$ cat config.mk
export PLATFORM = sky130hd
export DESIGN_NAME = smoothstep_vector_interpolator_core_flat
export DESIGN_NICKNAME = d
export VERILOG_FILES = /design/src/design/svi_pkg.sv /design/src/design/svi_in_if.sv /design/src/design/svi_out_if.sv /design/src/design/svi_dp.sv /design/src/design/svi_ctrl.sv /design/src/design/smoothstep_vector_interpolator_core.sv /design/src/flat_wrapper.sv
export SDC_FILE = /design/constraint.sdc
export NUM_CORES = 2
export LEC_CHECK = 0
export BUFFER_PORTS_ARGS = -buffer_cell sky130_fd_sc_hd__buf_2
export CORE_ASPECT_RATIO = 0.7
export CORE_MARGIN = 1.5
export CORE_UTILIZATION = 65
export CTS_BUF_LIST = sky130_fd_sc_hd__clkbuf_4
export CTS_CLUSTER_SIZE = 30
export DETAILED_ROUTE_END_ITERATION = 6
export GPL_ROUTABILITY_DRIVEN = 0
export PLACE_DENSITY = 0.85
export SLEW_MARGIN = 30
export SYNTH_ARGS = -nofsm -noshare
export SYNTH_HDL_FRONTEND = slang
export SYNTH_SLANG_ARGS = --single-unit
$ cat constraint.sdc
create_clock -name clk -period 18.3 [get_ports clk]
set_clock_uncertainty 0.2 [all_clocks]
set_input_delay 2.745 -clock clk [delete_from_list [all_inputs] [get_ports clk]]
set_output_delay 2.745 -clock clk [all_outputs]
set_load 0.01 [all_outputs]
$ cat src/design/svi_pkg.sv
// ----------------------------------------------------------------------------
// svi_pkg
// Shared types and constants of the smoothstep vector interpolator.
// ----------------------------------------------------------------------------
`default_nettype none

package svi_pkg;

  localparam int DIMS_DEF = 3;
  localparam logic [15:0] DUR_RESET = 16'd500;

  // quotient bits of time / duration, one per divider step
  localparam int DIV_STEPS = 16;
  localparam int STEP_W = $clog2(DIV_STEPS);

  typedef enum logic [1:0] {
    CMD_TICK     = 2'd0,
    CMD_RETARGET = 2'd1,
    CMD_JUMP     = 2'd2
  } cmd_t;

  typedef struct packed {
    logic       take;
    logic       div_step;
    logic       sqr;
    logic       ease;
    logic       prod;
    logic       emit;
    logic       emit_comp;
    logic [2:0] idx;
  } ctrl_cmd_t;

  typedef struct packed {
    logic need_ease;
    logic out_valid;
    logic out_taken;
  } dp_sts_t;

endpackage

`default_nettype wire

$ cat src/design/svi_in_if.sv
// ----------------------------------------------------------------------------
// svi_in_if
// Input channel: command items with valid/ready handshake.
// ----------------------------------------------------------------------------
`default_nettype none

interface svi_in_if;
  logic               valid;
  logic               ready;
  logic [1:0]         cmd;
  logic [15:0]        elapsed_ms;
  logic [2:0]         elem_index;
  logic signed [31:0] target_value;
  logic               last_elem;

  modport source (
    output valid, cmd, elapsed_ms, elem_index, target_value, last_elem,
    input  ready
  );

  modport sink (
    input  valid, cmd, elapsed_ms, elem_index, target_value, last_elem,
    output ready
  );
endinterface

`default_nettype wire

$ cat src/design/svi_out_if.sv
// ----------------------------------------------------------------------------
// svi_out_if
// Result channel: position elements with valid/ready handshake.
// ----------------------------------------------------------------------------
`default_nettype none

interface svi_out_if;
  logic               valid;
  logic               ready;
  logic [2:0]         out_index;
  logic signed [31:0] position;
  logic               finished;
  logic               last_out;

  modport source (
    output valid, out_index, position, finished, last_out,
    input  ready
  );

  modport sink (
    input  valid, out_index, position, finished, last_out,
    output ready
  );
endinterface

`default_nettype wire

$ cat src/design/svi_dp.sv
// ----------------------------------------------------------------------------
// svi_dp
// Datapath: coordinate stores, restoring divider, easing multipliers and
// the result register.
// ----------------------------------------------------------------------------
`default_nettype none

module svi_dp #(
  parameter int DIMS = svi_pkg::DIMS_DEF
) (
  input  logic                clk,
  input  logic                rst_n,
  input  svi_pkg::ctrl_cmd_t  cmd,
  output svi_pkg::dp_sts_t    sts,
  input  logic [1:0]          in_cmd,
  input  logic [15:0]         in_elapsed_ms,
  input  logic [2:0]          in_elem_index,
  input  logic signed [31:0]  in_target_value,
  input  logic                in_last_elem,
  input  logic                cfg_we,
  input  logic [15:0]         cfg_wdata,
  output logic                out_valid,
  input  logic                out_ready,
  output logic [2:0]          out_index,
  output logic signed [31:0]  position,
  output logic                finished,
  output logic                last_out
);
  import svi_pkg::*;

  localparam int IDX_W = (DIMS > 1) ? $clog2(DIMS) : 1;
  localparam logic [IDX_W-1:0] LAST_IDX = IDX_W'(DIMS - 1);

  logic signed [31:0] cur_r    [DIMS];
  logic signed [31:0] cur_nxt  [DIMS];
  logic signed [31:0] start_r  [DIMS];
  logic signed [31:0] start_nxt[DIMS];
  logic signed [31:0] goal_r   [DIMS];
  logic signed [31:0] goal_nxt [DIMS];
  logic signed [31:0] staged_r [DIMS];
  logic signed [31:0] staged_nxt[DIMS];

  logic [16:0] acc_r, acc_nxt;
  logic [15:0] dur_r, dur_nxt;
  logic [15:0] rem_r, rem_nxt;
  logic [15:0] quo_r, quo_nxt;
  logic [15:0] t2_r, t2_nxt;
  logic [16:0] s_r, s_nxt;
  logic signed [50:0] prod_r, prod_nxt;

  logic               out_valid_r, out_valid_nxt;
  logic [2:0]         out_idx_r, out_idx_nxt;
  logic signed [31:0] out_pos_r, out_pos_nxt;
  logic               out_fin_r, out_fin_nxt;
  logic               out_last_r, out_last_nxt;

  logic              is_load, take_tick;
  logic              moving, goal_differs, snap;
  logic [16:0]       acc_sum;
  logic [16:0]       rem_sh;
  logic [31:0]       sq;
  logic [17:0]       k;
  logic [33:0]       e;
  logic signed [32:0] diff;
  logic signed [31:0] pos;
  logic [IDX_W-1:0]  el;

  assign is_load   = cmd.take && (in_cmd == CMD_RETARGET || in_cmd == CMD_JUMP);
  assign take_tick = cmd.take && (in_cmd == CMD_TICK);
  assign acc_sum   = acc_r + {1'b0, in_elapsed_ms};
  assign snap      = (acc_sum >= {1'b0, dur_r});
  assign el        = cmd.idx[IDX_W-1:0];

  // staged write of the incoming element, seen by the commit compare
  always_comb begin
    for (int i = 0; i < DIMS; i++) begin
      staged_nxt[i] = staged_r[i];
    end
    if (is_load && ({1'b0, in_elem_index} < 4'(DIMS))) begin
      staged_nxt[in_elem_index[IDX_W-1:0]] = in_target_value;
    end
  end

  always_comb begin
    moving       = 1'b0;
    goal_differs = 1'b0;
    for (int i = 0; i < DIMS; i++) begin
      if (start_r[i] != goal_r[i]) begin
        moving = 1'b1;
      end
      if (staged_nxt[i] != goal_r[i]) begin
        goal_differs = 1'b1;
      end
    end
  end

  always_comb begin
    rem_sh = {rem_r, 1'b0};
    sq     = quo_r * quo_r;
    k      = 18'd196608 - {1'b0, quo_r, 1'b0};
    e      = 34'(t2_r) * 34'(k);
    diff   = {goal_r[el][31], goal_r[el]} - {start_r[el][31], start_r[el]};
    pos    = cmd.emit_comp ? (start_r[el] + prod_r[47:16]) : cur_r[el];
  end

  always_comb begin
    for (int i = 0; i < DIMS; i++) begin
      cur_nxt[i]   = cur_r[i];
      start_nxt[i] = start_r[i];
      goal_nxt[i]  = goal_r[i];
    end
    acc_nxt       = acc_r;
    dur_nxt       = cfg_we ? cfg_wdata : dur_r;
    rem_nxt       = rem_r;
    quo_nxt       = quo_r;
    t2_nxt        = t2_r;
    s_nxt         = s_r;
    prod_nxt      = prod_r;
    out_valid_nxt = out_valid_r;
    out_idx_nxt   = out_idx_r;
    out_pos_nxt   = out_pos_r;
    out_fin_nxt   = out_fin_r;
    out_last_nxt  = out_last_r;

    if (is_load && in_last_elem) begin
      if (in_cmd == CMD_JUMP) begin
        for (int i = 0; i < DIMS; i++) begin
          cur_nxt[i]   = staged_nxt[i];
          start_nxt[i] = staged_nxt[i];
          goal_nxt[i]  = staged_nxt[i];
        end
        acc_nxt = '0;
      end else if (goal_differs) begin
        for (int i = 0; i < DIMS; i++) begin
          start_nxt[i] = cur_r[i];
          goal_nxt[i]  = staged_nxt[i];
        end
        acc_nxt = '0;
      end
    end

    if (take_tick && moving) begin
      if (snap) begin
        acc_nxt = '0;
        for (int i = 0; i < DIMS; i++) begin
          cur_nxt[i]   = goal_r[i];
          start_nxt[i] = goal_r[i];
        end
      end else begin
        acc_nxt = acc_sum;
      end
      // acc_sum is below the duration whenever the divider runs (no snap), so it fits the remainder
      rem_nxt = acc_sum[15:0];
      quo_nxt = '0;
    end

    if (cmd.div_step) begin
      if (rem_sh >= {1'b0, dur_r}) begin
        rem_nxt = 16'(rem_sh - {1'b0, dur_r});
        quo_nxt = {quo_r[14:0], 1'b1};
      end else begin
        rem_nxt = rem_sh[15:0];
        quo_nxt = {quo_r[14:0], 1'b0};
      end
    end

    if (cmd.sqr) begin
      t2_nxt = sq[31:16];
    end

    if (cmd.ease) begin
      s_nxt = (e[33:16] > 18'd65536) ? 17'd65536 : e[32:16];
    end

    if (cmd.prod) begin
      prod_nxt = diff * $signed({1'b0, s_r});
    end

    if (cmd.emit) begin
      if (cmd.emit_comp) begin
        cur_nxt[el] = pos;
      end
      out_valid_nxt = 1'b1;
      out_idx_nxt   = cmd.idx;
      out_pos_nxt   = pos;
      out_fin_nxt   = !moving;
      out_last_nxt  = (el == LAST_IDX);
    end else if (out_valid_r && out_ready) begin
      out_valid_nxt = 1'b0;
    end
  end

  always_ff @(posedge clk) begin
    if (!rst_n) begin
      for (int i = 0; i < DIMS; i++) begin
        cur_r[i]    <= '0;
        start_r[i]  <= '0;
        goal_r[i]   <= '0;
        staged_r[i] <= '0;
      end
      acc_r       <= '0;
      dur_r       <= DUR_RESET;
      out_valid_r <= 1'b0;
    end else begin
      for (int i = 0; i < DIMS; i++) begin
        cur_r[i]    <= cur_nxt[i];
        start_r[i]  <= start_nxt[i];
        goal_r[i]   <= goal_nxt[i];
        staged_r[i] <= staged_nxt[i];
      end
      acc_r       <= acc_nxt;
      dur_r       <= dur_nxt;
      out_valid_r <= out_valid_nxt;
    end
  end

  always_ff @(posedge clk) begin
    rem_r      <= rem_nxt;
    quo_r      <= quo_nxt;
    t2_r       <= t2_nxt;
    s_r        <= s_nxt;
    prod_r     <= prod_nxt;
    out_idx_r  <= out_idx_nxt;
    out_pos_r  <= out_pos_nxt;
    out_fin_r  <= out_fin_nxt;
    out_last_r <= out_last_nxt;
  end

  assign sts.need_ease = moving && !snap;
  assign sts.out_valid = out_valid_r;
  assign sts.out_taken = out_valid_r && out_ready;

  assign out_valid = out_valid_r;
  assign out_index = out_idx_r;
  assign position  = out_pos_r;
  assign finished  = out_fin_r;
  assign last_out  = out_last_r;

endmodule

`default_nettype wire

$ cat src/design/svi_ctrl.sv
// ----------------------------------------------------------------------------
// svi_ctrl
// Controller: sequences divider, easing multiplies and per-element output.
// ----------------------------------------------------------------------------
`default_nettype none

module svi_ctrl #(
  parameter int DIMS = svi_pkg::DIMS_DEF
) (
  input  logic               clk,
  input  logic               rst_n,
  input  logic               in_valid,
  input  logic [1:0]         in_cmd,
  output logic               in_ready,
  output svi_pkg::ctrl_cmd_t cmd,
  input  svi_pkg::dp_sts_t   sts
);
  import svi_pkg::*;

  localparam int IDX_W = (DIMS > 1) ? $clog2(DIMS) : 1;
  localparam logic [IDX_W-1:0] LAST_IDX = IDX_W'(DIMS - 1);

  typedef enum logic [6:0] {
    ST_IDLE = 7'b0000001,
    ST_DIV  = 7'b0000010,
    ST_SQR  = 7'b0000100,
    ST_EASE = 7'b0001000,
    ST_PROD = 7'b0010000,
    ST_EMIT = 7'b0100000,
    ST_HOLD = 7'b1000000
  } state_t;

  state_t            state_r, state_nxt;
  logic [IDX_W-1:0]  cnt_r, cnt_nxt;
  logic [STEP_W-1:0] step_r, step_nxt;
  logic              comp_r, comp_nxt;
  logic              take;

  assign in_ready = (state_r == ST_IDLE);
  assign take     = in_valid && in_ready;

  always_comb begin
    state_nxt     = state_r;
    cnt_nxt       = cnt_r;
    step_nxt      = step_r;
    comp_nxt      = comp_r;
    cmd           = '0;
    cmd.take      = take;
    cmd.idx       = 3'(cnt_r);
    cmd.emit_comp = comp_r;
    case (state_r)
      ST_IDLE: begin
        if (take && in_cmd == CMD_TICK) begin
          cnt_nxt  = '0;
          step_nxt = '0;
          comp_nxt = sts.need_ease;
          state_nxt = sts.need_ease ? ST_DIV : ST_EMIT;
        end
      end
      ST_DIV: begin
        cmd.div_step = 1'b1;
        step_nxt     = step_r + 1'b1;
        if (step_r == STEP_W'(DIV_STEPS - 1)) begin
          state_nxt = ST_SQR;
        end
      end
      ST_SQR: begin
        cmd.sqr   = 1'b1;
        state_nxt = ST_EASE;
      end
      ST_EASE: begin
        cmd.ease  = 1'b1;
        state_nxt = ST_PROD;
      end
      ST_PROD: begin
        cmd.prod  = 1'b1;
        state_nxt = ST_EMIT;
      end
      ST_EMIT: begin
        cmd.emit  = 1'b1;
        state_nxt = ST_HOLD;
      end
      ST_HOLD: begin
        if (sts.out_taken) begin
          if (cnt_r == LAST_IDX) begin
            state_nxt = ST_IDLE;
          end else begin
            cnt_nxt   = cnt_r + 1'b1;
            state_nxt = comp_r ? ST_PROD : ST_EMIT;
          end
        end
      end
      default: begin
        state_nxt = ST_IDLE;
      end
    endcase
  end

  always_ff @(posedge clk) begin
    if (!rst_n) begin
      state_r <= ST_IDLE;
      cnt_r   <= '0;
      step_r  <= '0;
      comp_r  <= 1'b0;
    end else begin
      state_r <= state_nxt;
      cnt_r   <= cnt_nxt;
      step_r  <= step_nxt;
      comp_r  <= comp_nxt;
    end
  end

  // the result register must be empty before a new element is loaded
  a_emit_empty: assert property (@(posedge clk) disable iff (!rst_n)
    cmd.emit |-> !sts.out_valid)
    else $error("emit while result register still full");

  // divider runs exactly one step per quotient bit
  a_div_len: assert property (@(posedge clk) disable iff (!rst_n)
    $rose(state_r == ST_DIV) |-> ##(DIV_STEPS) (state_r == ST_SQR))
    else $error("divider step count wrong");

  a_cnt_range: assert property (@(posedge clk) disable iff (!rst_n)
    state_r != ST_IDLE |-> cnt_r <= LAST_IDX)
    else $error("element counter out of range");

  // a tick returns to idle only after its final element went out
  a_no_early_idle: assert property (@(posedge clk) disable iff (!rst_n)
    (state_r == ST_HOLD && sts.out_taken && cnt_r != LAST_IDX) |=> state_r != ST_IDLE)
    else $error("tick ended before last element");

endmodule

`default_nettype wire

$ cat src/design/smoothstep_vector_interpolator_core.sv
// ----------------------------------------------------------------------------
// smoothstep_vector_interpolator_core
// Animates DIMS signed Q16.16 coordinates toward a target on a smoothstep curve.
//
// in_ch carries transactions: tick (elapsed ms), retarget element or jump
// element; the element marked last commits the staged target vector.
// out_ch returns DIMS position transactions per tick, index 0 first, the
// final one flagged by last_out. cfg_we/cfg_wdata write duration_ms.
// Load and unused commands produce nothing on out_ch.
// A tick with motion in progress runs the bit-per-cycle restoring
// divider for time/duration, two easing multiplies, then per element a
// multiply, an update and an output step. A tick with no motion, or one
// that reaches the duration, skips the divider and the multiplies and
// goes straight to the per-element output.
// in_ch.ready is high only while no tick is in progress. When out_ch
// stalls the held position transaction stays stable and the sequencer waits.
// Reset clears all coordinate stores and elapsed time and sets the
// duration to 500 ms.
// ----------------------------------------------------------------------------
`default_nettype none

module smoothstep_vector_interpolator_core #(
  parameter int DIMS = svi_pkg::DIMS_DEF
) (
  input  logic        clk,
  input  logic        rst_n,
  svi_in_if.sink      in_ch,
  svi_out_if.source   out_ch,
  input  logic        cfg_we,
  input  logic [15:0] cfg_wdata
);
  import svi_pkg::*;

  ctrl_cmd_t cmd;
  dp_sts_t   sts;

  svi_ctrl #(
    .DIMS (DIMS)
  ) u_ctrl (
    .clk      (clk),
    .rst_n    (rst_n),
    .in_valid (in_ch.valid),
    .in_cmd   (in_ch.cmd),
    .in_ready (in_ch.ready),
    .cmd      (cmd),
    .sts      (sts)
  );

  svi_dp #(
    .DIMS (DIMS)
  ) u_dp (
    .clk             (clk),
    .rst_n           (rst_n),
    .cmd             (cmd),
    .sts             (sts),
    .in_cmd          (in_ch.cmd),
    .in_elapsed_ms   (in_ch.elapsed_ms),
    .in_elem_index   (in_ch.elem_index),
    .in_target_value (in_ch.target_value),
    .in_last_elem    (in_ch.last_elem),
    .cfg_we          (cfg_we),
    .cfg_wdata       (cfg_wdata),
    .out_valid       (out_ch.valid),
    .out_ready       (out_ch.ready),
    .out_index       (out_ch.out_index),
    .position        (out_ch.position),
    .finished        (out_ch.finished),
    .last_out        (out_ch.last_out)
  );

endmodule

`default_nettype wire
$ cat src/flat_wrapper.sv
// flat-port wrapper written by rule: the top's interface ports become plain ports
module smoothstep_vector_interpolator_core_flat import svi_pkg::*;
#(
  parameter int DIMS = svi_pkg::DIMS_DEF
)
  (clk, rst_n, cfg_we, cfg_wdata, in_ch_valid, in_ch_cmd, in_ch_elapsed_ms, in_ch_elem_index, in_ch_target_value, in_ch_last_elem, in_ch_ready, out_ch_valid, out_ch_out_index, out_ch_position, out_ch_finished, out_ch_last_out, out_ch_ready);
  svi_in_if in_ch_i ();
  svi_out_if out_ch_i ();
  input  logic clk;
  input  logic rst_n;
  input  logic cfg_we;
  input  logic [15:0] cfg_wdata;
  input wire logic [$bits(in_ch_i.valid)-1:0] in_ch_valid;
  input wire logic [$bits(in_ch_i.cmd)-1:0] in_ch_cmd;
  input wire logic [$bits(in_ch_i.elapsed_ms)-1:0] in_ch_elapsed_ms;
  input wire logic [$bits(in_ch_i.elem_index)-1:0] in_ch_elem_index;
  input wire logic [$bits(in_ch_i.target_value)-1:0] in_ch_target_value;
  input wire logic [$bits(in_ch_i.last_elem)-1:0] in_ch_last_elem;
  output wire logic [$bits(in_ch_i.ready)-1:0] in_ch_ready;
  output wire logic [$bits(out_ch_i.valid)-1:0] out_ch_valid;
  output wire logic [$bits(out_ch_i.out_index)-1:0] out_ch_out_index;
  output wire logic [$bits(out_ch_i.position)-1:0] out_ch_position;
  output wire logic [$bits(out_ch_i.finished)-1:0] out_ch_finished;
  output wire logic [$bits(out_ch_i.last_out)-1:0] out_ch_last_out;
  input wire logic [$bits(out_ch_i.ready)-1:0] out_ch_ready;
  assign in_ch_i.valid = in_ch_valid;
  assign in_ch_i.cmd = in_ch_cmd;
  assign in_ch_i.elapsed_ms = in_ch_elapsed_ms;
  assign in_ch_i.elem_index = in_ch_elem_index;
  assign in_ch_i.target_value = in_ch_target_value;
  assign in_ch_i.last_elem = in_ch_last_elem;
  assign in_ch_ready = in_ch_i.ready;
  assign out_ch_valid = out_ch_i.valid;
  assign out_ch_out_index = out_ch_i.out_index;
  assign out_ch_position = out_ch_i.position;
  assign out_ch_finished = out_ch_i.finished;
  assign out_ch_last_out = out_ch_i.last_out;
  assign out_ch_i.ready = out_ch_ready;
  smoothstep_vector_interpolator_core #(.DIMS(DIMS)) u_core (.clk(clk), .rst_n(rst_n), .in_ch(in_ch_i), .out_ch(out_ch_i), .cfg_we(cfg_we), .cfg_wdata(cfg_wdata));
endmodule
# After elaboration in Yosys (flattened, before gate mapping)
# Memories as Yosys holds them, arrays and structs flattened. A register that Yosys moved wholly into a read port is not among the register bits.
# Cells that the tools add are included.
# word_totals
reg_bits,197
mem_bits_rw,384
in_bits,75
output_inout_bits,39
wordCells,177
memories,4
# mem_list
memory,words,width,rd,rd_ports_with_merged_regs,wr,line,source
u_core.u_dp.cur_r,3,32,4,1,3,svi_dp.sv:34,logic signed [31:0] cur_r [DIMS];
u_core.u_dp.goal_r,3,32,4,1,3,svi_dp.sv:38,logic signed [31:0] goal_r [DIMS];
u_core.u_dp.staged_r,3,32,3,0,3,svi_dp.sv:40,logic signed [31:0] staged_r [DIMS];
u_core.u_dp.start_r,3,32,4,1,3,svi_dp.sv:36,logic signed [31:0] start_r [DIMS];
# op_classes
addsub,7
multipliers,3
n_lt_le_gt_ge,8
eq_ne,21
mux,79
bitwise_logic,14
reduce_logical,25
# ops
op,count
96-bit two-way mux,15
32-bit two-way mux,15
96-bit bitwise mux,2
32-bit inequality test,6
32-bit demux with 2-bit select,2
17-bit two-way mux,5
16-bit two-way mux,5
7-bit one-hot mux with 7 select lines,1
33-bit by 18-bit multiplier with 48-bit output,1
17-bit by 16-bit >= comparator with 1-bit output,2
16-bit by 18-bit multiplier with 34-bit output,1
32-bit by 32-bit subtractor with 33-bit output,1
32-bit adder,1
16-bit by 16-bit multiplier with 32-bit output,1
7-bit two-way mux,3
18-bit by 17-bit > comparator with 1-bit output (second input constant),1
2-bit two-way mux,9
6-bit two-way mux,3
18-bit by 17-bit subtractor with 18-bit output (first input constant),1
17-bit by 16-bit adder with 17-bit output,1
1-bit two-way mux,16
16-bit subtractor,1
1-bit bitwise OR,12
1-bit logical AND,10
other kinds (29),42

# Depth between registers and ports, before layout
# logic_depth
word_depth,17
mapped_depth,44
ltp_nobuf,39

# Modules after synthesis
# A second synthesis with hierarchy kept.
# hier_totals
hier_cells,7666
area_unflattened_um2,67204.5
# by_module_without_submodules
module,instances,cells_each,area_per_inst_um2,seq_area_each_um2
svi_dp,1,7554,66299.8,12391.9
svi_ctrl,1,112,904.6,280.3

# Least setup slack after synthesis
# OpenSTA, ideal clock, no wires.
# synth_path
kind,register to register
startpoint,reg (tool-made name)
endpoint,reg u_core.u_dp.prod_r[47] (data pin)
setup_ps,268
arrival_time_ps,10433
required_ps,17832
slack_ps,7399
path_stages_with_launch,41
n_path_buf,5
period_less_slack_ps,10901
cell_sequence,dfxtp_1 clkbuf_1 clkbuf_1 clkbuf_1 buf_1 mux2i_1 o21ai_0 ha_1 fa_1 inv_1 a21o_1 a211o_1 a21oi_1 o31a_1 or4_1 a21oi_1 a31oi_1 xnor2_1 (+5 left out) inv_1 fa_1 fa_1 inv_1 fa_1 inv_1 ha_1 a21o_1 a21o_1 a21oi_1 o21ai_0 or2_2 o21ai_0 o21ai_0 o21ai_0 nand2b_1 a21o_1 xnor3_1
# synth_lines
item,line,source
"end signal, assigned",svi_dp.sv:222,prod_r <= prod_nxt;
"end, declared",svi_dp.sv:49,"logic signed [50:0] prod_r, prod_nxt;"

==> impl_metrics.tcl <==
set metrics [dict create \
    status "complete, but fails checks" \
    violations "DRC" \
    synth_top_area_share_pct 26.4 \
    fmax_mhz 82.0 \
    place_inst 8927 \
    route.detailed.drc 767 \
    layout.cells.non_filler 9195 \
    grt_pass1_wl_um 329000 \
    post-cts-setup-buffer-count 0 \
    htreeDepth 4 \
    core_um2 102000 \
    grt_max_degree 187 \
    slowest_delay_ns 0.76 \
    r2r-end "u_core.u_dp.prod_r[47]" \
    synth_flop_cell "dfxtp_1" \
    cts_buffers 141 \
    ios 114 \
    antenna_found_initial 13 \
    cts_hold_buf 0 \
    layout.area.seq_um2 12700 \
    worstPathRequired_ns 19.00 \
    report.final.slew_viol_count 0 \
    die_w_um 388 \
    drive_gt1_share_pct 7.12 \
    overflow 0 \
    drtIter0Drc 9850 \
    async_flop_share_pct 0 \
    synth_common_cells "1261 x inv_1, 888 x fa_1, 793 x nand2_1" \
    cts_buffer_depth 3 \
    synth_edf_count 133 \
    cap_violations 0 \
    routed_wl_um 213000 \
    cp-start-kind "flop" \
    finalCritPeriodShare_pct 66.6 \
    cts_root_buf "clkbuf_4" \
    utilization_pct 69.1 \
    grt_use_total_pct 40.1 \
    reg2reg_depth 37 \
    end_kind "flop" \
    r2r_setup_slack_ns 6.11 \
    hold_class "reg2reg" \
    netlist_instances 7843 \
    numPortBuffers 112 \
    routed_via_density 6.48 \
    row_count 98 \
    die_h_um 272 \
    syn_to_final_growth_pct 5.12 \
    cp.arrival_ns 12.89 \
    worstSetupPathType "reg2reg" \
    synth.distinct_cells 85 \
    multi_input_area_um2 48200 \
    cpMostUsedCell "fa_1" \
    synth_area_leaders "fa_1 26%, dfxtp_1 13%, ha_1 7.9%" \
    clk_pin_slew_ns 0.08 \
    antenna_left 0 \
    setup_violations 0 \
    critPathMaxFanout 44 \
    initial_core_util_pct 65.8 \
    syn-num-nets 9232 \
    ys_ff_latch 567 \
    rsz0062_at_grt "no" \
    grt_pass1_vias 58800 \
    tightest_slew_ns 1.23 \
    syn-cell-area_um2 67300 \
    ys_seq_area_share_pct 18.8 \
    num_vias 59600 \
    hold_violations 0 \
    yosysMostFrequentCell "inv_1" \
    fin_nets 9109 \
    hpwl_um 157000 \
    cts_tree "built" \
    avgSynthCellArea_um2 8.58 \
    finalSetupTns_ns 0 \
    fill_cells 7681 \
    yosys_warnings 0 \
    post_drt_wl_per_cell_um 23.2 \
    insertion_delay_ns 1.16 \
    crit_end "u_core.u_dp.prod_r[47]" \
    cts_sinks 567 \
    first_pass_iters 7 \
    synth_area_leader_cell "fa_1" \
    dieArea_um2 106000 \
    period_needed_ns 12.19 \
    critPathSlowestCell "a311oi_1" \
    slew-limit-headroom_pct 18.3 \
    cts-resized-gates 0 \
]
## routing by layer
| metal | GRT usage (%) | part of all wire, % | vias up |
|---|---|---|---|
| li1 | - | - | 25200 |
| met1 | 52.5 | 37 | 28500 |
| met2 | 56.9 | 41 | 4662 |
| met3 | 17.0 | 16 | 1098 |
| met4 | 19.0 | 5.8 | 17 |
| met5 | 3.55 | 0.28 | - |
## stage by stage
stage	hold WS, ns	setup WS [ns]	instance area (um^2)
4_1_cts	0.299	6.48	70700
2_1_floorplan	0.230	7.40	67300
3_3_place_gp	0.257	6.74	68800
6_report	0.308	6.11	70800
3_5_place_dp	0.278	6.56	68800
5_1_grt	0.311	5.66	70800
## placed cells by master (no fill, tap or decap), types with 23 or more instances in the layout
master    synthesis  routed
a211oi_1        125     125
a21o_1          114     114
a21oi_1         258     254
a221o_1          69      69
a31oi_1         157     157
and2_1          486     486
and3_1           36      35
buf_2            22     111
buf_4             8     121
clkbuf_4          0     204
clkinv_1          2      29
dfxtp_1         434     431
edfxtp_1        133     133
fa_1            888     888
ha_1            426     426
inv_1          1261    1260
mux2i_1         193     193
nand2_1         793     792
nand2b_1         31      31
nand3_1          95      92
nand4_1          46      46
nor2_1          578     575
nor2b_1          69      67
nor3_1          104     102
nor4_1           30      28
o211ai_1         32      32
o21a_1           57      56
o21ai_0         231     228
o22ai_1          59      59
or2_2            24      23
or3_1            25      25
xnor2_1         204     194
xor2_1           91      90
## sequential cells by signal, summed over array words and instances (netlist names), named ones only
name	cells
u_core.u_ctrl.step_r	4
u_core.u_ctrl.cnt_r	2
u_core.u_dp.staged_r	96
u_core.u_dp.start_r	96
u_core.u_dp.t2_r	16
u_core.u_dp.cur_r	96
u_core.u_dp.finished	1
u_core.u_dp.out_index	2
u_core.u_dp.rem_r	16
u_core.u_dp.prod_r	32
u_core.u_dp.quo_r	16
u_core.u_dp.dur_r	16
u_core.u_ctrl.comp_r	1
u_core.u_dp.last_out	1
u_core.u_dp.acc_r	17
u_core.u_dp.position	32
u_core.u_dp.out_valid	1
u_core.u_dp.goal_r	96
u_core.u_dp.s_r	17
u_core.u_ctrl.state_r	7
## area by class of cell
class | instances | area share (%)
clock inverters | 47 | 0.456
inverters | 1263 | 6.71
well taps | 1350 | 2.39
flip-flops and latches | 567 | 17.9
multi-input cells | 5512 | 68.2
diodes | 17 | 0.0601
repair buffers | 235 | 2.13
clock buffers | 204 | 2.16
## worst max-delay path, delay by kind of cell, from the launching register on
kind	cells	cell delay [ns]
buffers and inverters	7	1.23
muxes	2	0.55
DFF	1	0.55
AOI/OAI and AO/OA	15	4.63
adders and majority gates	8	3.60
xor gates and xnor gates	1	0.34
and+or+nand+nor	4	0.73
## logic make-up after synthesis
kind of cell | Yosys count | synth area share (%)
and+or+nand+nor | 2369 | 16.7
buffers and inverters | 1764 | 9.92
AOI/OAI and AO/OA | 1321 | 13.1
adders and majority gates | 1314 | 34.3
DFF | 567 | 18.8
xor gates and xnor gates | 296 | 3.87
muxes | 211 | 3.17
other | 1 | 0.00557
## how the worst min path moves through the flow
| stage | from | to | slack (ns) | depth (start not counted) |
|---|---|---|---|---|
| 6_report | u_core.u_ctrl.step_r[1] | u_core.u_ctrl.step_r[1] | 0.31 | 2 |
| 3_5_place_dp | u_core.u_dp.acc_r[16] | u_core.u_dp.acc_r[16] | 0.28 | 2 |
| 4_1_cts | u_core.u_dp.acc_r[16] | u_core.u_dp.acc_r[16] | 0.30 | 2 |
| 3_3_place_gp | u_core.u_dp.acc_r[16] | u_core.u_dp.acc_r[16] | 0.26 | 2 |
| 2_1_floorplan | u_core.u_dp.acc_r[16] | u_core.u_dp.acc_r[16] | 0.23 | 2 |
| 5_1_grt | u_core.u_dp.start_r[1][20] | u_core.u_dp.start_r[1][20] | 0.31 | 1 |
Power is left out: the tool's default activity adds up to more than one toggle a clock period on the data nets, which glitch-free logic cannot reach.
